<file path="src/rtl/lz77_pkg.sv">
// ---------------------------------------------------------------------------
// lz77_pkg
// Shared types and constants for the level-1 byte decompressor.
// ---------------------------------------------------------------------------
package lz77_pkg;

  localparam int unsigned MaxOutputDef   = 32768;
  localparam int unsigned WindowDepthDef = 8192;
  localparam int unsigned LanesOutDef    = 8;

  localparam logic [2:0] StOk       = 3'd0;
  localparam logic [2:0] StBadLevel = 3'd1;
  localparam logic [2:0] StOverflow = 3'd2;
  localparam logic [2:0] StBadDist  = 3'd3;
  localparam logic [2:0] StTrunc    = 3'd4;

  typedef enum logic [2:0] {
    PhFirst, PhCtrl, PhLit, PhLong, PhDist, PhDone
  } phase_e;

  typedef enum logic [2:0] {
    FsmIdle, FsmDecode, FsmCopyRd, FsmCopy, FsmEmit
  } fsm_e;

  // controller -> datapath
  typedef struct packed {
    logic take;      // register the input word and decode it
    logic copy_rd;   // issue a history read for the next copy byte
    logic copy_wr;   // write the returned copy byte and pack it
    logic emit;      // present the result word
    logic clr_acc;   // clear the output accumulator
  } cmd_t;

  // datapath -> controller
  typedef struct packed {
    logic start_copy;  // decoded word starts a match copy
    logic copy_last;   // this copy byte is the last of the match
    logic group_full;  // accumulator reaches the lane count with this byte
  } sts_t;

endpackage

</file>
<file path="src/rtl/lz77_ctrl.sv">
// ---------------------------------------------------------------------------
// lz77_ctrl
// Sequencer: accepts words, steps match copies, hands out result words.
// ---------------------------------------------------------------------------
module lz77_ctrl (
  input  logic            clk_i,
  input  logic            rst_ni,
  input  logic            in_valid_i,
  output logic            in_ready_o,
  output logic            out_valid_o,
  input  logic            out_ready_i,
  input  lz77_pkg::sts_t  sts_i,
  output lz77_pkg::cmd_t  cmd_o,
  output logic            out_final_o
);
  import lz77_pkg::*;

  fsm_e state_q, state_d;
  logic copying_q, copying_d;   // the pending emit belongs to a copy
  logic final_q, final_d;       // the pending emit ends the word's output (last copy group or a non-copy result)

  always_ff @(posedge clk_i or negedge rst_ni) begin
    if (!rst_ni) begin
      state_q   <= FsmIdle;
      copying_q <= 1'b0;
      final_q   <= 1'b0;
    end else begin
      state_q   <= state_d;
      copying_q <= copying_d;
      final_q   <= final_d;
    end
  end

  always_comb begin
    state_d   = state_q;
    copying_d = copying_q;
    final_d   = final_q;
    case (state_q)
      FsmIdle: begin
        if (in_valid_i) state_d = FsmDecode;
      end
      FsmDecode: begin
        if (sts_i.start_copy) begin
          state_d   = FsmCopyRd;
          copying_d = 1'b1;
        end else begin
          state_d   = FsmEmit;
          copying_d = 1'b0;
          final_d   = 1'b1;
        end
      end
      FsmCopyRd: state_d = FsmCopy;
      FsmCopy: begin
        if (sts_i.copy_last || sts_i.group_full) begin
          state_d = FsmEmit;
          final_d = sts_i.copy_last;
        end else begin
          state_d = FsmCopyRd;
        end
      end
      FsmEmit: begin
        if (out_ready_i) begin
          if (copying_q && !final_q) state_d = FsmCopyRd;
          else                       state_d = FsmIdle;
        end
      end
      default: state_d = FsmIdle;
    endcase
  end

  always_comb begin
    cmd_o       = '0;
    in_ready_o  = 1'b0;
    out_valid_o = 1'b0;
    case (state_q)
      FsmIdle: begin
        in_ready_o   = 1'b1;
        cmd_o.take   = in_valid_i;
        cmd_o.clr_acc = in_valid_i;
      end
      FsmCopyRd: cmd_o.copy_rd = 1'b1;
      FsmCopy:   cmd_o.copy_wr = 1'b1;
      FsmEmit: begin
        out_valid_o   = 1'b1;
        cmd_o.emit    = 1'b1;
        cmd_o.clr_acc = out_ready_i;
      end
      default: ;
    endcase
  end

  assign out_final_o = final_q;

  a_no_both: assert property (@(posedge clk_i) disable iff (!rst_ni)
    !(in_ready_o && out_valid_o)) else $error("accept while emitting");
  a_copy_to_emit: assert property (@(posedge clk_i) disable iff (!rst_ni)
    (state_q == FsmCopy && sts_i.copy_last) |=> (state_q == FsmEmit && final_q))
    else $error("copy end not emitted");
  a_decode_next: assert property (@(posedge clk_i) disable iff (!rst_ni)
    (in_valid_i && in_ready_o) |=> state_q == FsmDecode)
    else $error("accept not decoded");

endmodule

</file>
<file path="config.mk">
export PLATFORM = sky130hd
export DESIGN_NAME = lz77_ctrl
export DESIGN_NICKNAME = d
export VERILOG_FILES = /design/src/rtl/lz77_pkg.sv /design/src/rtl/lz77_ctrl.sv
export SDC_FILE = /design/constraint.sdc
export NUM_CORES = 1
export LEC_CHECK = 0
export ABC_AREA = 1
export BUFFER_PORTS_ARGS = -buffer_cell sky130_fd_sc_hd__clkbuf_2
export CAP_MARGIN = 20
export CORE_AREA = 2 2 39 41
export DETAILED_ROUTE_END_ITERATION = 6
export DIE_AREA = 0 0 41 43
export GPL_TIMING_DRIVEN = 0
export PLACE_DENSITY = 0.47
export SETUP_SLACK_MARGIN = 0.15
export SLEW_MARGIN = 20
export SYNTH_ARGS = -nofsm -noshare
export SYNTH_HDL_FRONTEND = slang
export SYNTH_SLANG_ARGS = --single-unit
</file>
<file path="constraint.sdc">
create_clock -name clk_i -period 1.44 [get_ports clk_i]
set_clock_uncertainty 0.15 [all_clocks]
set_input_delay 0.072 -clock clk_i [delete_from_list [all_inputs] [get_ports clk_i]]
set_output_delay 0.072 -clock clk_i [all_outputs]
set_load 0.03 [all_outputs]
</file>
==> run_results.csv, run 1 <==
group,metric,value,unit
clocking,cts_tree,"built",
grt,grtUsageTotal,12.6,%
layout,fin_nets,87,
floorplan,io_pins,15,
logic_synthesis,syn-num-nets,56,
run,maxCapViolCount,0,
floorplan,design.die.area,0.00176,mm²
logic_synthesis,yosysWarnings,0,
logic_synthesis,synthXorXnorAreaFrac,0,%
routing,drt_iter0_markers,7,
logic_synthesis,synth_compound_area_share,8.24,%
grt,antenna_found_initial,0,
worst_setup_path,r2r-start,"state_q[0]$_DFFE_PN0P_",
logic_synthesis,synth_mux_area_share,0,%
timing,setup_slack,-0.0246,ns
routing,drc,0,
pwr,power.total,1.56,mW
worst_setup_path,critPathMaxStageDelay,0.44,ns
run_status,violations,"negative setup slack",
clocking,clock_latency,0.24,ns
run_status,status,"finished with violations",
clocking,cts-root-buf,"clkbuf_4",
timing,hold_viol,0,
timing,setup-tns-final,-0.0246,ns
layout,antenna_cells,0,
routing,wirelength,947,µm
pwr,irDropWorstVdd,664,µV
timing,setup_violations,1,
routing,ant_nets,0,
clocking,clk_pin_slew_worst_paths,0.04,ns
layout,drive_gt1_share,65.8,%
worst_setup_path,cp_cell_sequence,"nor2_4 -> nand2_4 -> o21ai_2 -> clkbuf_8",
floorplan,num_rows,14,
worst_setup_path,arrival,1.24,ns
floorplan,core,0.00138,mm²
timing,period_needed,1.46,ns
min_path,min_from,"out_ready_i",
place,io_buffers,14,
worst_setup_path,end_kind,"output pin",
place,dpl.cell_count,79,
logic_synthesis,netlist_instances,49,
logic_synthesis,avgSynthCellArea,6.82,µm²
worst_setup_path,timing.critical_path.slowest_stage_cell,"dfrtp_2",
timing,fmaxAchievable,683,MHz
floorplan,initial_utilization,24.1,%
timing,period_share,102,%
routing,vias_per_cell,4.07,
grt,grt_pass1_vias,368,
routing,wl_per_cell,9.97,µm
clocking,cts_sinks,5,
layout,area_growth,107,%
logic_synthesis,synth_seq_area_share,37.5,%
worst_setup_path,path_max_fanout,4,
clocking,cts_buffers,3,
layout,final_cells,95,
timing,tightest_slew,0.195,ns
pwr,leakage,0.371,nW
worst_setup_path,crit_type,"reg2out",
logic_synthesis,synth_top_family_by_area,"simple AND/OR/NAND/NOR gates",
place,routabilityCongestion,0.662,
worst_setup_path,required,1.22,ns
clocking,clock_path_buffers,2,
grt,grt-ovfl-total,0,
clocking,cts_htree_levels,1,
worst_setup_path,r2r_slack,0.12,ns
floorplan,die_x,41,µm
logic_synthesis,ys_ff_latch,5,
grt,grt_max_degree,7,
worst_setup_path,start_kind,"flip-flop",
timing,drv_slew,0,
logic_synthesis,syn-cell-area,334,µm²
place,dp_slack,0.0788,ns
timing,holdWs,0.00744,ns
timing,rsz0062_at_grt,"yes",
place,dp_hpwl,585,µm
min_path,min_path_type,"in2reg",
pwr,p_per_area,2250,mW/mm²
routing,dr.pass1.iters,4,
logic_synthesis,synth.distinct_cells,14,
timing,max-slew-margin-rel,87.0,%
floorplan,die_h,43,µm
logic_synthesis,yosys.area_share.simple,40.8,%
grt,grt_pass1_wl,1410,µm
routing,vias,387,
worst_setup_path,cp-startpoint,"state_q[2]$_DFFE_PN0P_",
logic_synthesis,synth_adder_area_share,0,%
## sequential cells by signal, indices dropped and copies added, names as in the netlist
register,flops
state_q,3
out_final_o,1
copying_q,1
## critical path, delay by kind of cell (launching register included)
family	cells	cell delay, ns
AND/OR/NAND/NOR	2	0.27
AO/OA/AOI/OAI	1	0.12
buffers and inverters	1	0.17
flip-flops	1	0.44
## layer usage
layer / vias up / track usage, % / routed length (µm)
met2: 6 / 18.4 / 511
li1: 206 / - / -
met3: 0 / 4.71 / 41
met1: 175 / 13.5 / 395
met4: 0 / 10.0 / 0
met5: - / 0 / 0
## cells in the mapped netlist
library cell / n / area, µm²
nand4_1: 1 / 6.26
nand3_1: 3 / 15.0
inv_1: 9 / 33.8
nor2_4: 1 / 11.3
o21ai_2: 2 / 17.5
dfrtp_1: 5 / 125
nor2_2: 2 / 12.5
nand2_2: 1 / 6.26
buf_4: 1 / 7.51
nor3_2: 1 / 10.0
inv_2: 1 / 3.75
nor2_1: 7 / 26.3
o21ai_0: 2 / 10.0
nand2_1: 13 / 48.8
## final timing paths
check | end | cells after the start
worst max register to register | state_q[1]$_DFFE_PN0P_ | 6
max in group asynchronous | state_q[0]$_DFFE_PN0P_ | 2
worst min register to register | out_final_o$_DFFE_PN0P_ | 2
worst max-delay path | cmd_o[0] | 4
min in group asynchronous | out_final_o$_DFFE_PN0P_ | 2
worst min-delay path | state_q[2]$_DFFE_PN0P_ | 4
## layout make-up
class	instances	area [µm²]
multi-input cells	33	241
clock buffers	4	26.3
plain buffers	1	7.51
inverters	10	37.5
flip-flops and latches	5	129
well taps	16	20.0
repair buffers	26	231
fillers	130	691
## cells by family (layout without fill, tap and decap cells)
kind of cell | Yosys count | count (layout)
AO/OA/AOI/OAI | 4 | 4
buffers and inverters | 11 | 41
flip-flops | 5 | 5
AND/OR/NAND/NOR | 29 | 29
## cells in the final DEF, fill, tap and decap left out, drive strengths merged
| cell type | instances |
|---|---|
| nand4 | 1 |
| dlygate4sd3 | 4 |
| nand2 | 14 |
| buf | 14 |
| nor2 | 10 |
| dfrtp | 5 |
| nor3 | 1 |
| inv | 10 |
| nand3 | 3 |
| clkbuf | 13 |
| o21ai | 4 |
## per-stage QoR
stage                     utilization, %  instance area [µm²]
after floorplan                        -                  347
after global placement              31.6                  437
after detailed placement            31.6                  437
after CTS                           43.8                  606
after global routing                50.1                  693
final                               50.1                  693
## power breakdown
part	switching [mW]	leakage (nW)	internal (mW)
combinational	0.607	0.297	0.497
sequential	0.0851	0.0585	0.215
clock	0.0538	0.0150	0.105
total	0.746	0.371	0.816
## repair_timing
item / 4_1_cts / 5_1_grt
endpoints found under the setup margin: 9 / 11
hold buffers: 4 / 0
hold endpoints to repair: 9 / 0
pin swaps: 7 / 12
buffers inserted: 5 / 3
gates resized for setup: 20 / 23
No activity file was read; power rests on OpenSTA's default activity.
==> run 2: changes to the inputs <==
--- a/config.mk
+++ b/config.mk
@@ -9,6 +9,7 @@
 export BUFFER_PORTS_ARGS = -buffer_cell sky130_fd_sc_hd__clkbuf_2
 export CAP_MARGIN = 20
 export CORE_AREA = 2 2 39 41
+export CTS_CLUSTER_SIZE = 10
 export DETAILED_ROUTE_END_ITERATION = 6
 export DIE_AREA = 0 0 41 43
 export GPL_TIMING_DRIVEN = 0
==> constraint.sdc (replaced) <==
create_clock -name clk_i -period 1.4 [get_ports clk_i]
set_clock_uncertainty 0.15 [all_clocks]
set_input_delay 0.07 -clock clk_i [delete_from_list [all_inputs] [get_ports clk_i]]
set_output_delay 0.07 -clock clk_i [all_outputs]
set_load 0.03 [all_outputs]
==> run_results.csv, run 2 (synthesis gave the netlist of run 1 again) <==
group,metric,value,unit
run_status,status,"finished with violations",
run_status,violations,"negative setup slack",
grt,grtUsageTotal,11.3,%
worst_setup_path,start_kind,"flip-flop",
floorplan,die_x,41,µm
timing,fmaxAchievable,670,MHz
routing,wl_per_cell,9.33,µm
worst_setup_path,r2r-start,"state_q[0]$_DFFE_PN0P_",
place,routabilityCongestion,0.685,
min_path,min_path_type,"in2reg",
worst_setup_path,critPathMaxStageDelay,0.48,ns
timing,period_needed,1.49,ns
routing,wirelength,924,µm
layout,area_growth,122,%
min_path,hold_depth,4,
floorplan,num_rows,14,
timing,period_share,107,%
floorplan,core,0.00138,mm²
run,maxCapViolCount,0,
worst_setup_path,required,1.18,ns
layout,largest_reg_flops,3,
layout,final_common_cell,"buf_4",
pwr,p_per_area,2330,mW/mm²
min_path,min_delay_worst_endpoint,"state_q[2]$_DFFE_PN0P_",
timing,drv_slew,0,
pwr,leakage,0.398,nW
worst_setup_path,worstRegToRegCells,7,
floorplan,design.die.area,0.00176,mm²
floorplan,io_pins,15,
min_path,min_from,"sts_i[2]",
floorplan,initial_utilization,24.1,%
grt,grt_max_degree,7,
worst_setup_path,crit_type,"reg2out",
layout,antenna_cells,0,
grt,grt_pass1_wl,1360,µm
layout,top_register,"state_q",
routing,drt_iter0_markers,3,
clocking,cts_sinks,5,
routing,ant_nets,0,
layout,fin_nets,91,
clocking,cts_tree,"built",
worst_setup_path,r2r_slack,0.03,ns
clocking,clk_pin_slew_worst_paths,0.04,ns
layout,layout_common_cells,"buf_4 (9), inv_1 (8), clkbuf_2 (7)",
grt,grt_pass1_vias,369,
clocking,clock_latency,0.23,ns
routing,vias,395,
clocking,cts_htree_levels,1,
layout,drive_gt1_share,66.3,%
timing,setup_slack,-0.0936,ns
timing,max-slew-margin-rel,85.9,%
worst_setup_path,path_max_fanout,5,
timing,holdWs,0.00559,ns
pwr,irDropWorstVdd,762,µV
clocking,cts_buffers,3,
worst_setup_path,arrival,1.27,ns
place,dp_hpwl,578,µm
worst_setup_path,cp_cell_sequence,"nor2_4 -> nand2_4 -> o21ai_2 -> clkbuf_8",
routing,drc,0,
routing,vias_per_cell,3.99,
worst_setup_path,end_kind,"output pin",
clocking,cts-root-buf,"clkbuf_4",
timing,tightest_slew,0.212,ns
routing,dr.pass1.iters,3,
layout,fill_cells,135,
timing,rsz0062_at_grt,"yes",
grt,antenna_found_initial,0,
grt,grt-ovfl-total,0,
pwr,power.total,1.73,mW
place,io_buffers,14,
floorplan,die_h,43,µm
timing,hold_viol,0,
worst_setup_path,timing.critical_path.slowest_stage_cell,"dfrtp_2",
clocking,clock_path_buffers,2,
timing,setup_violations,2,
worst_setup_path,timing.rr.end,"out_final_o$_DFFE_PN0P_",
[run 2: cell count changes in the layout (fill, tap and decap cells not counted), sizes merged]
cell,previous run,this run
buf,14,18
[run 2: how the worst max path moves through the flow]
| stage | startpoint | end | cells past startpoint |
|---|---|---|---|
| floorplan | state_q[0]$_DFFE_PN0P_ | state_q[1]$_DFFE_PN0P_ | 4 |
| global placement | state_q[0]$_DFFE_PN0P_ | cmd_o[0] | 4 |
| detailed placement | state_q[0]$_DFFE_PN0P_ | cmd_o[0] | 4 |
| CTS | state_q[2]$_DFFE_PN0P_ | cmd_o[0] | 5 |
| global route | state_q[0]$_DFFE_PN0P_ | cmd_o[0] | 4 |
| finish | state_q[0]$_DFFE_PN0P_ | cmd_o[0] | 4 |
[run 2: critical path, delay by kind of cell, from the launching register on]
family	cells	cell delay, ns
flops	1	0.48
simple gates	2	0.25
buf+inv	1	0.18
compound gates	1	0.14
[run 2: area by class of cell]
cell class                 instances  area (µm²)  share of cell area, %
timing repair buffer              30         283                   38.1
multi-input combinational         33         239                   32.2
sequential                         5         129                   17.4
inverter                          10        37.5                   5.06
clock buffer                       4        26.3                   3.54
tap                               16        20.0                   2.70
buffer                             1        7.51                   1.01
[run 2: power by group]
part / total [mW] / leakage [nW] / switching [mW] / internal, mW
combinational: 1.26 / 0.325 / 0.633 / 0.622
clock: 0.157 / 0.0150 / 0.0500 / 0.107
sequential: 0.319 / 0.0585 / 0.0981 / 0.221
[run 2: metrics by stage]
step | instances | utilization (%) | worst slack, ns | area [µm²] | TNS (ns)
after detailed placement | 79 | 31.6 | 0.0322 | 437 | 0
after floorplan | 49 | - | 0.0372 | 347 | 0
after global routing | 99 | 53.6 | -0.157 | 742 | -0.475
final | 99 | 53.6 | -0.0936 | 742 | -0.166
after global placement | 79 | 31.6 | 0.0260 | 437 | 0
after CTS | 94 | 46.3 | -0.0718 | 641 | -0.139
[run 2: layer usage]
metal / GRT usage [%] / part of all wire [%] / vias up
met4: 8.00 / 0 / 0
met1: 13.5 / 41 / 178
met2: 17.5 / 58 / 2
li1: - / - / 215
met5: 0 / 0 / -
met3: 1.57 / 0.87 / 0
[run 2: what timing repair did]
item	CTS	global route
pin swaps	8	7
hold buffers	4	0
hold endpoints to repair	8	0
cloned	0	0
buffers inserted	7	5
setup endpoints to repair	9	11
gates resized for setup	22	22
